$ cat src/hw/rtl/hte_pkg.sv
// hte_pkg: shared types and constants of the huffman tree expander
// used by the controller, datapath and checker
`timescale 1ns / 1ps

package hte_pkg;

  // item kinds on the input channel
  localparam logic [1:0] KIND_LOAD  = 2'd0;
  localparam logic [1:0] KIND_BEGIN = 2'd1;
  localparam logic [1:0] KIND_BYTE  = 2'd2;

  // tree geometry
  localparam int unsigned NODE_W     = 8;
  localparam int unsigned BRANCH_W   = 9;
  localparam int unsigned ENTRY_W    = 2 * BRANCH_W;
  localparam int unsigned NODE_COUNT = 255;
  localparam logic [NODE_W-1:0] HEAD_NODE = 8'd254;
  localparam logic [NODE_W-1:0] NO_NODE   = 8'd255;

  // bit position within a compressed byte
  localparam int unsigned BIT_CNT_W = 3;
  localparam logic [BIT_CNT_W-1:0] LAST_BIT = 3'd7;

  // commands from controller to datapath
  typedef struct packed {
    logic load_node;
    logic set_length;
    logic start_byte;
    logic step;
    logic flush;
  } cmd_t;

  // status from datapath to controller
  typedef struct packed {
    logic leaf;
    logic last_bit;
    logic rem_one;
    logic rem_zero;
    logic pend_valid;
    logic out_free;
  } status_t;

endpackage

$ cat src/hw/rtl/hte_in_if.sv
// hte_in_if: input channel of the huffman tree expander
// depends on nothing but the payload widths listed here
`timescale 1ns / 1ps

interface hte_in_if;
  logic        valid;
  logic        ready;
  logic [1:0]  kind;
  logic [7:0]  node_index;
  logic [8:0]  branch_zero;
  logic [8:0]  branch_one;
  logic [23:0] chunk_length;
  logic [7:0]  compressed_byte;

  modport source (
    output valid, kind, node_index, branch_zero, branch_one, chunk_length,
      compressed_byte,
    input ready
  );
  modport sink (
    input valid, kind, node_index, branch_zero, branch_one, chunk_length,
      compressed_byte,
    output ready
  );
endinterface

$ cat src/hw/rtl/hte_out_if.sv
// hte_out_if: result channel of the huffman tree expander
// depends on nothing but the payload widths listed here
`timescale 1ns / 1ps

interface hte_out_if;
  logic       valid;
  logic       ready;
  logic [7:0] decoded_byte;
  logic       last;
  logic       chunk_done;

  modport source (
    output valid, decoded_byte, last, chunk_done,
    input ready
  );
  modport sink (
    input valid, decoded_byte, last, chunk_done,
    output ready
  );
endinterface

$ cat src/hw/rtl/hte_ctrl.sv
// hte_ctrl: state machine that sequences load, begin and byte items
// depends on hte_pkg for the command and status structs and kind codes
`timescale 1ns / 1ps

module hte_ctrl (
  input  logic             clk_i,
  input  logic             rst_ni,
  input  logic             in_valid_i,
  input  logic [1:0]       in_kind_i,
  output logic             in_ready_o,
  input  hte_pkg::status_t status_i,
  output hte_pkg::cmd_t    cmd_o
);

  localparam logic [1:0] StIdle  = 2'd0;
  localparam logic [1:0] StWalk  = 2'd1;
  localparam logic [1:0] StFlush = 2'd2;

  logic [1:0] state_q, state_d;
  logic       stall;
  logic       walk_end;

  // a leaf with a full pending slot must wait for the output register
  assign stall    = status_i.leaf && status_i.pend_valid && !status_i.out_free;
  assign walk_end = status_i.last_bit || (status_i.leaf && status_i.rem_one);

  // next state and commands
  always_comb begin
    state_d    = state_q;
    cmd_o      = '0;
    in_ready_o = 1'b0;
    unique case (state_q)
      StIdle: begin
        in_ready_o = 1'b1;
        if (in_valid_i) begin
          unique case (in_kind_i)
            hte_pkg::KIND_LOAD:  cmd_o.load_node  = 1'b1;
            hte_pkg::KIND_BEGIN: cmd_o.set_length = 1'b1;
            hte_pkg::KIND_BYTE: begin
              if (!status_i.rem_zero) begin
                cmd_o.start_byte = 1'b1;
                state_d          = StWalk;
              end
            end
            default: ;
          endcase
        end
      end
      StWalk: begin
        cmd_o.step = !stall;
        if (!stall && walk_end) begin
          state_d = (status_i.pend_valid || status_i.leaf) ? StFlush : StIdle;
        end
      end
      StFlush: begin
        if (status_i.out_free) begin
          cmd_o.flush = 1'b1;
          state_d     = StIdle;
        end
      end
      default: state_d = StIdle;
    endcase
  end

  // state register
  always_ff @(posedge clk_i or negedge rst_ni) begin
    if (!rst_ni) begin
      state_q <= StIdle;
    end else begin
      state_q <= state_d;
    end
  end

endmodule

$ cat src/hw/rtl/hte_datapath.sv
// hte_datapath: node table, tree walk registers, length counter and result buffers
// depends on hte_pkg for widths, constants and the command and status structs
`timescale 1ns / 1ps

module hte_datapath #(
  parameter int unsigned LENGTH_BITS = 24
) (
  input  logic             clk_i,
  input  logic             rst_ni,
  input  hte_pkg::cmd_t    cmd_i,
  output hte_pkg::status_t status_o,
  input  logic [7:0]       node_index_i,
  input  logic [8:0]       branch_zero_i,
  input  logic [8:0]       branch_one_i,
  input  logic [23:0]      chunk_length_i,
  input  logic [7:0]       compressed_byte_i,
  output logic             out_valid_o,
  input  logic             out_ready_i,
  output logic [7:0]       decoded_byte_o,
  output logic             last_o,
  output logic             chunk_done_o
);

  localparam int unsigned NW = hte_pkg::NODE_W;
  localparam int unsigned BW = hte_pkg::BRANCH_W;

  // node table, undefined until written
  logic [hte_pkg::ENTRY_W-1:0] mem_q [hte_pkg::NODE_COUNT];
  logic [hte_pkg::ENTRY_W-1:0] rd_data_q;
  logic                        no_node_q;

  logic [NW-1:0]          node_q, node_d;
  logic [LENGTH_BITS-1:0] rem_q, rem_dec;
  logic [7:0]             byte_q;
  logic [hte_pkg::BIT_CNT_W-1:0] cnt_q;
  logic [BW-1:0]          value;
  logic                   leaf;
  logic [31:0]            length_ext;

  logic       pend_valid_q;
  logic [7:0] pend_byte_q;
  logic       pend_done_q;

  logic       out_valid_q;
  logic [7:0] out_byte_q;
  logic       out_last_q;
  logic       out_done_q;
  logic       out_free;
  logic       push;

  // branch selected by the current bit; the missing node reads as zero
  always_comb begin
    if (no_node_q) begin
      value = '0;
    end else if (byte_q[0]) begin
      value = rd_data_q[hte_pkg::ENTRY_W-1:BW];
    end else begin
      value = rd_data_q[BW-1:0];
    end
  end
  assign leaf = !value[BW-1];

  assign rem_dec    = rem_q - LENGTH_BITS'(1);
  assign length_ext = {8'd0, chunk_length_i};
  assign out_free   = !out_valid_q || out_ready_i;
  assign push       = cmd_i.step && leaf;

  // next node of the walk, also the table read address
  always_comb begin
    node_d = node_q;
    if (cmd_i.set_length) begin
      node_d = hte_pkg::HEAD_NODE;
    end else if (cmd_i.step) begin
      node_d = leaf ? hte_pkg::HEAD_NODE : value[NW-1:0];
    end
  end

  // table write and registered read
  always_ff @(posedge clk_i) begin
    if (cmd_i.load_node && (node_index_i != hte_pkg::NO_NODE)) begin
      mem_q[node_index_i] <= {branch_one_i, branch_zero_i};
    end
    rd_data_q <= mem_q[node_d];
  end

  // walk control state
  always_ff @(posedge clk_i or negedge rst_ni) begin
    if (!rst_ni) begin
      node_q    <= hte_pkg::HEAD_NODE;
      no_node_q <= 1'b0;
      rem_q     <= '0;
      cnt_q     <= '0;
    end else begin
      node_q    <= node_d;
      no_node_q <= (node_d == hte_pkg::NO_NODE);
      if (cmd_i.set_length) begin
        rem_q <= length_ext[LENGTH_BITS-1:0];
      end else if (push) begin
        rem_q <= rem_dec;
      end
      if (cmd_i.start_byte) begin
        cnt_q <= '0;
      end else if (cmd_i.step) begin
        cnt_q <= cnt_q + 1'b1;
      end
    end
  end

  // compressed byte shifts out least significant bit first
  always_ff @(posedge clk_i) begin
    if (cmd_i.start_byte) begin
      byte_q <= compressed_byte_i;
    end else if (cmd_i.step) begin
      byte_q <= {1'b0, byte_q[7:1]};
    end
  end

  // pending result valid flag
  always_ff @(posedge clk_i or negedge rst_ni) begin
    if (!rst_ni) begin
      pend_valid_q <= 1'b0;
    end else if (push) begin
      pend_valid_q <= 1'b1;
    end else if (cmd_i.flush) begin
      pend_valid_q <= 1'b0;
    end
  end

  // pending result payload
  always_ff @(posedge clk_i) begin
    if (push) begin
      pend_byte_q <= value[7:0];
      pend_done_q <= (rem_dec == '0);
    end
  end

  // output register valid flag
  always_ff @(posedge clk_i or negedge rst_ni) begin
    if (!rst_ni) begin
      out_valid_q <= 1'b0;
    end else if ((push && pend_valid_q) || cmd_i.flush) begin
      out_valid_q <= 1'b1;
    end else if (out_ready_i) begin
      out_valid_q <= 1'b0;
    end
  end

  // output register payload, last only when the item's walk has ended
  always_ff @(posedge clk_i) begin
    if ((push && pend_valid_q) || cmd_i.flush) begin
      out_byte_q <= pend_byte_q;
      out_done_q <= pend_done_q;
      out_last_q <= cmd_i.flush;
    end
  end

  assign out_valid_o    = out_valid_q;
  assign decoded_byte_o = out_byte_q;
  assign last_o         = out_last_q;
  assign chunk_done_o   = out_done_q;

  assign status_o.leaf       = leaf;
  assign status_o.last_bit   = (cnt_q == hte_pkg::LAST_BIT);
  assign status_o.rem_one    = (rem_q == LENGTH_BITS'(1));
  assign status_o.rem_zero   = (rem_q == '0);
  assign status_o.pend_valid = pend_valid_q;
  assign status_o.out_free   = out_free;

endmodule

$ cat src/hw/rtl/huffman_tree_expander_core.sv
// huffman_tree_expander_core: top level of the huffman tree expander
// depends on hte_pkg, hte_in_if, hte_out_if, hte_ctrl and hte_datapath
//
// Usage: items arrive on in_i (valid/ready). A load item (kind 0) writes
// both branches of one tree node, a begin item (kind 1) sets the number of
// decoded bytes of the chunk and returns the walk to the head node, and a
// compressed byte item (kind 2) walks the tree one bit per cycle, lsb first,
// unless the walk holds for full result buffers. Decoded bytes leave on
// out_o (valid/ready); last marks the final result of an input item and
// chunk_done the result that completes the chunk. Load and begin items do
// not block the next item. A byte item is accepted, walked over up to eight
// bits (one dependent node table read each, which sets the rate) and then
// releases its final result, if one is held. Results pass through a pending
// slot and an output register, so the walk runs on while one result waits;
// with both full, the walk holds until the receiver takes one. Input ready
// is low while a byte is being walked. Reset clears the length to zero, the
// walk to the head node and empties the result buffers; the node table keeps
// no reset value and must be loaded before use.
`timescale 1ns / 1ps

module huffman_tree_expander_core #(
  parameter int unsigned LENGTH_BITS = 24
) (
  input  logic clk_i,
  input  logic rst_ni,
  hte_in_if.sink    in_i,
  hte_out_if.source out_o
);

  hte_pkg::cmd_t    cmd;
  hte_pkg::status_t status;

  // sequencing
  hte_ctrl u_ctrl (
    .clk_i      (clk_i),
    .rst_ni     (rst_ni),
    .in_valid_i (in_i.valid),
    .in_kind_i  (in_i.kind),
    .in_ready_o (in_i.ready),
    .status_i   (status),
    .cmd_o      (cmd)
  );

  // table, walk and result buffers
  hte_datapath #(
    .LENGTH_BITS (LENGTH_BITS)
  ) u_datapath (
    .clk_i             (clk_i),
    .rst_ni            (rst_ni),
    .cmd_i             (cmd),
    .status_o          (status),
    .node_index_i      (in_i.node_index),
    .branch_zero_i     (in_i.branch_zero),
    .branch_one_i      (in_i.branch_one),
    .chunk_length_i    (in_i.chunk_length),
    .compressed_byte_i (in_i.compressed_byte),
    .out_valid_o       (out_o.valid),
    .out_ready_i       (out_o.ready),
    .decoded_byte_o    (out_o.decoded_byte),
    .last_o            (out_o.last),
    .chunk_done_o      (out_o.chunk_done)
  );

endmodule

$ cat src/flat_wrapper.sv
// flat-port wrapper written by rule: the top's interface ports become plain ports
module huffman_tree_expander_core_flat 
#(
  parameter int unsigned LENGTH_BITS = 24
)
  (clk_i, rst_ni, in_i_valid, in_i_kind, in_i_node_index, in_i_branch_zero, in_i_branch_one, in_i_chunk_length, in_i_compressed_byte, in_i_ready, out_o_valid, out_o_decoded_byte, out_o_last, out_o_chunk_done, out_o_ready);
  hte_in_if in_i_i ();
  hte_out_if out_o_i ();
  input  logic clk_i;
  input  logic rst_ni;
  input wire logic [$bits(in_i_i.valid)-1:0] in_i_valid;
  input wire logic [$bits(in_i_i.kind)-1:0] in_i_kind;
  input wire logic [$bits(in_i_i.node_index)-1:0] in_i_node_index;
  input wire logic [$bits(in_i_i.branch_zero)-1:0] in_i_branch_zero;
  input wire logic [$bits(in_i_i.branch_one)-1:0] in_i_branch_one;
  input wire logic [$bits(in_i_i.chunk_length)-1:0] in_i_chunk_length;
  input wire logic [$bits(in_i_i.compressed_byte)-1:0] in_i_compressed_byte;
  output wire logic [$bits(in_i_i.ready)-1:0] in_i_ready;
  output wire logic [$bits(out_o_i.valid)-1:0] out_o_valid;
  output wire logic [$bits(out_o_i.decoded_byte)-1:0] out_o_decoded_byte;
  output wire logic [$bits(out_o_i.last)-1:0] out_o_last;
  output wire logic [$bits(out_o_i.chunk_done)-1:0] out_o_chunk_done;
  input wire logic [$bits(out_o_i.ready)-1:0] out_o_ready;
  assign in_i_i.valid = in_i_valid;
  assign in_i_i.kind = in_i_kind;
  assign in_i_i.node_index = in_i_node_index;
  assign in_i_i.branch_zero = in_i_branch_zero;
  assign in_i_i.branch_one = in_i_branch_one;
  assign in_i_i.chunk_length = in_i_chunk_length;
  assign in_i_i.compressed_byte = in_i_compressed_byte;
  assign in_i_ready = in_i_i.ready;
  assign out_o_valid = out_o_i.valid;
  assign out_o_decoded_byte = out_o_i.decoded_byte;
  assign out_o_last = out_o_i.last;
  assign out_o_chunk_done = out_o_i.chunk_done;
  assign out_o_i.ready = out_o_ready;
  huffman_tree_expander_core #(.LENGTH_BITS(LENGTH_BITS)) u_core (.clk_i(clk_i), .rst_ni(rst_ni), .in_i(in_i_i), .out_o(out_o_i));
endmodule
$ cat config.mk
export PLATFORM = sky130hd
export DESIGN_NAME = huffman_tree_expander_core_flat
export DESIGN_NICKNAME = d
export VERILOG_FILES = /design/src/hw/rtl/hte_pkg.sv /design/src/hw/rtl/hte_in_if.sv /design/src/hw/rtl/hte_out_if.sv /design/src/hw/rtl/hte_ctrl.sv /design/src/hw/rtl/hte_datapath.sv /design/src/hw/rtl/huffman_tree_expander_core.sv /design/src/flat_wrapper.sv
export SDC_FILE = /design/constraint.sdc
export NUM_CORES = 2
export LEC_CHECK = 0
export BUFFER_PORTS_ARGS = -buffer_cell sky130_fd_sc_hd__buf_2
export CAP_MARGIN = 20
export CORE_AREA = 2 2 571 573
export CTS_BUF_LIST = sky130_fd_sc_hd__clkbuf_16
export CTS_CLUSTER_SIZE = 25
export DETAILED_ROUTE_END_ITERATION = 10
export DIE_AREA = 0 0 573 575
export PLACE_DENSITY_LB_ADDON = 0.15
export SLEW_MARGIN = 20
export SYNTH_ARGS = -nofsm -noshare
export SYNTH_HDL_FRONTEND = slang
export SYNTH_MEMORY_MAX_BITS = 65536
export SYNTH_SLANG_ARGS = --single-unit
$ cat constraint.sdc
create_clock -name clk_i -period 3.5 [get_ports clk_i]
set_clock_uncertainty 0.1 [all_clocks]
set_input_delay 0.35 -clock clk_i [delete_from_list [all_inputs] [get_ports clk_i]]
set_output_delay 0.35 -clock clk_i [all_outputs]
set_load 0.1 [all_outputs]
==> impl_metrics.yaml <==
critical_path:
  worst_path_max_delay_cell: "sky130_fd_sc_hd__nor4_2"
  setup.worst_path.end_class: "flip-flop"
  timing.critical_path.max_delay_family: "buffers and inverters"
  critical-path-top-cell-by-count: "sky130_fd_sc_hd__buf_12"
  crit_fanout: 14
  worst_path_cell_trace: "mux2_4 > a22oi_4 > mux2i_4 > buf_12 > buf_16 > buf_12 > buf_6 > buf_8 > buf_4 > nand2_1 > nand3_1 > a21oi_1 > nor4_2 > buf_12 > nor4_4 > a22oi_1"
  startpoint_type: "flip-flop"
  crit_required_ns: 4.33
  criticalPathCategory: "flip-flop to flip-flop"
  worst_stage_delay_on_the_critical_path_ns: 0.85
  cp_num_buf_inv: 7
  worst-endpoint-arrival_ns: 4.99
yosys:
  syn_avg_cell_area_um2: 15.4
  ys.flop_type: "sky130_fd_sc_hd__edfxtp_1"
  yosys_register_bits: 4675
  synth_cell_type_count: 89
  synth_fp_nets: 12000
  number_of_flops_mapped_to_enable_cells_by_yosys: 4617
  synth_area_mm2: 0.183
  synth-warning-count: 0
  yosysSeqAreaShare: 0.763
  netlist_instances: 11931
  ys_async_sr_fraction: 0.00856
floorplan:
  pin_count: 76
  floorplan.initialDensity: 0.568
  die_area_mm2: 0.329
  coreArea_mm2: 0.323
  floorplan.rows: 209
  die_h_um: 575
  die_w_um: 573
power_and_ir_drop:
  vdd.ir_drop.worst_v: 0.000529
  pwr_density_cell_mw_per_mm2: 805
  pleak_uw: 0.0801
clock_network:
  tritoncts: "yes"
  cts.sinks: 4675
  numCtsBuffers: 461
  clock_tree.htree_level_count: 5
  clk-insertion-delay-late_ns: 1.00
  cts_root_buffer: "sky130_fd_sc_hd__clkbuf_16"
  clk_transition_reported_paths_ns: 0.06
  cts-root-to-sink-buffers: 4
finish:
  post_route_cells_drive_above_1_share: 0.237
  final_common_cell: "sky130_fd_sc_hd__edfxtp_1"
  layout.cells.most_common_list: "sky130_fd_sc_hd__edfxtp_1, sky130_fd_sc_hd__nand2_1, sky130_fd_sc_hd__buf_4"
  synthToLayoutAreaGrowth_pct: 22.6
  finalNetCount: 13657
  fin_util: 0.696
placed_design:
  place_hpwl_um: 377000
  gp_congestion: 0.952
  port_buffers: 75
sta:
  report.final.setup_viol: 18
  max_slew_margin: 0.163
  worst_slew_pin_slew_ns: 1.25
  finalCritPeriodShare: 1.19
  worst_hold_slack_ns: 0.0489
  final-hold-violation-count: 0
  maxClockFrequency_mhz: 240
  final_slew_viol_count: 0
  final_period_minus_worst_setup_slack_ns: 4.16
  unrepaired_setup_endpoints_after_global_routing: "true"
  setup_slack_ns: -0.665
run_status:
  status: "complete, but fails checks"
  violated_checks: "setup timing"
route:
  detailed_route_wire_length_per_cell_um: 32.8
  detailedRoute.firstPassIterationCount: 6
  vias_per_cell: 6.58
  route.antenna.remaining_nets: 0
  overall_routed_net_length_um: 602000
  1st_iter_drt_viols: 19759
  vias: 120646
  drt_drc: 0
global_routing:
  groute.layer.met1.usage: 0.501
  first_global_vias: 115535
  antenna_violations_before_repair: 38
  gr-usage-all-layers: 0.359
  grt_pass1_wl_um: 844000
  grt_overflow: 0
  grt_start_max_net_pins: 120
  gr-max-usage-layer: "met2"
  grt_util_met2: 0.537
  globalRouteMet3Util: 0.0848
job:
  maxCapViolCount: 0
hold_path:
  hold_class: "primary input to flip-flop"
[sequential cells by signal, summed over array words and instances, names as in the netlist, 3 cells and up]
signal                            count
u_core.u_datapath.cnt_q               3
u_core.u_datapath.mem_q            4590
u_core.u_datapath.decoded_byte_o      8
u_core.u_datapath.byte_q              8
u_core.u_datapath.pend_byte_q         8
u_core.u_datapath.node_q              8
u_core.u_datapath.rem_q              24
u_core.u_datapath.rd_data_q          18
[Yosys cell counts, types with 15 or more instances]
library cell,instances,area (µm²)
sky130_fd_sc_hd__nand4_1,52,325
sky130_fd_sc_hd__buf_1,77,289
sky130_fd_sc_hd__o32ai_1,22,193
sky130_fd_sc_hd__and3_1,47,294
sky130_fd_sc_hd__buf_6,74,833
sky130_fd_sc_hd__mux4_2,208,4680
sky130_fd_sc_hd__o211ai_1,33,248
sky130_fd_sc_hd__a32oi_1,89,780
sky130_fd_sc_hd__nand3_1,525,2630
sky130_fd_sc_hd__edfxtp_1,4617,139000
sky130_fd_sc_hd__inv_1,21,78.8
sky130_fd_sc_hd__a22oi_1,67,503
sky130_fd_sc_hd__mux2i_1,622,6230
sky130_fd_sc_hd__nor2_1,371,1390
sky130_fd_sc_hd__buf_4,105,788
sky130_fd_sc_hd__nor3_1,119,596
sky130_fd_sc_hd__o221ai_1,138,1210
sky130_fd_sc_hd__clkbuf_1,272,1020
sky130_fd_sc_hd__nor4_1,132,826
sky130_fd_sc_hd__o22ai_1,192,1200
sky130_fd_sc_hd__o41ai_1,22,193
sky130_fd_sc_hd__a221oi_1,85,744
sky130_fd_sc_hd__dfrtp_1,33,826
sky130_fd_sc_hd__buf_2,231,1160
sky130_fd_sc_hd__dfxtp_1,18,360
sky130_fd_sc_hd__o21ai_0,90,450
sky130_fd_sc_hd__nand2_1,2361,8860
sky130_fd_sc_hd__a2111oi_0,53,464
sky130_fd_sc_hd__a311oi_1,48,420
sky130_fd_sc_hd__o311ai_0,15,131
sky130_fd_sc_hd__a31oi_1,109,682
sky130_fd_sc_hd__a21oi_1,888,4440
[path summary, 6_finish.rpt]
path / to / cells after the start / slack (ns) / start
min in group asynchronous: u_core.u_datapath.node_q[5]$_DFF_PN1_ / 3 / 0.57 / rst_ni
worst min register to register: u_core.u_datapath.decoded_byte_o[6]$_DFFE_PP_ / 0 / 0.32 / u_core.u_datapath.pend_byte_q[6]$_DFFE_PP_
max in group asynchronous: u_core.u_datapath.out_valid_o$_DFFE_PN0P_ / 4 / 2.48 / rst_ni
worst min-delay path: u_core.u_datapath.rem_q[9]$_DFFE_PN0P_ / 3 / 0.05 / in_i_chunk_length[9]
worst max register to register: u_core.u_datapath.rd_data_q[1]$_DFF_P_ / 16 / -0.66 / u_core.u_datapath.byte_q[0]$_DFFE_PP_
worst max-delay path: u_core.u_datapath.rd_data_q[1]$_DFF_P_ / 16 / -0.66 / u_core.u_datapath.byte_q[0]$_DFFE_PP_
[metrics by stage]
step | std cells | instance area, µm² | worst slack, ns | power, µW | TNS [ns]
after CTS | 18302 | 224000 | -0.546 | 178000 | -8.32
after detailed placement | 17285 | 205000 | -1.65 | 124000 | -21.06
after global routing | 18328 | 225000 | -0.662 | 185000 | -10.67
after floorplan | 11931 | 183000 | -0.101 | 93100 | -0.962
after global placement | 17282 | 205000 | -1.78 | 124000 | -22.66
final | 18346 | 225000 | -0.665 | 181000 | -9.88
[cells by family (layout without fill, tap and decap cells)]
| kind of cell | after synthesis | in the layout | share of synthesized area |
|---|---|---|---|
| AOI/OAI and AO/OA | 1926 | 1926 | 0.0673 |
| xor gates and xnor gates | 8 | 8 | 0.000382 |
| adders and majority gates | 5 | 5 | 0.000341 |
| buffers and inverters | 797 | 2860 | 0.0240 |
| DFF | 4675 | 4675 | 0.763 |
| muxes | 848 | 848 | 0.0608 |
| other | 0 | 27 | 0 |
| and+or+nand+nor | 3672 | 3672 | 0.0840 |
[metal layers]
layer  vias up  wire length [µm]
met4        16             33300
met5         -               136
li1      49574                 -
met2      8862            269000
met1     60793            220000
met3      1401             79400
[layout make-up]
| cell class | count | area, µm² |
|---|---|---|
| diodes | 27 | 67.6 |
| clock buffers | 467 | 11700 |
| clock inverters | 402 | 3440 |
| fillers | 20797 | 98300 |
| inverters | 23 | 136 |
| multi-input cells | 6459 | 42000 |
| flip-flops and latches | 4675 | 140000 |
| well taps | 4325 | 5410 |
| repair buffers | 1967 | 22200 |
| repair inverters | 1 | 16.3 |
[where the power goes]
part / total, µW / switching (µW) / internal, µW
Sequential: 62500 / 495 / 62000
Combinational: 69100 / 42200 / 26900
Clock: 49500 / 21400 / 28100
Total: 181000 / 64200 / 117000
[worst register-to-register path, cell delays in order, from the launching register on]
cell and delay, ns:
sky130_fd_sc_hd__edfxtp_1 0.43, sky130_fd_sc_hd__mux2_4 0.35, sky130_fd_sc_hd__a22oi_4 0.17, sky130_fd_sc_hd__mux2i_4 0.28, sky130_fd_sc_hd__buf_12 0.24, sky130_fd_sc_hd__buf_16 0.24, sky130_fd_sc_hd__buf_12 0.16, sky130_fd_sc_hd__buf_6 0.19
sky130_fd_sc_hd__buf_8 0.19, sky130_fd_sc_hd__buf_4 0.18, sky130_fd_sc_hd__nand2_1 0.06, sky130_fd_sc_hd__nand3_1 0.08, sky130_fd_sc_hd__a21oi_1 0.08, sky130_fd_sc_hd__nor4_2 0.85, sky130_fd_sc_hd__buf_12 0.21, sky130_fd_sc_hd__nor4_4 0.10
sky130_fd_sc_hd__a22oi_1 0.20
[what timing repair did]
item / 4_1_cts / 5_1_grt
pin swaps: 48 / 16
gates cloned: 19 / 2
gates resized for setup: 415 / 116
endpoints found under the hold margin: 1579 / 0
setup endpoints to repair: 18 / 18
hold buffers: 78 / 0
setup buffers: 53 / 15
(Power assumes the default switching activity.)
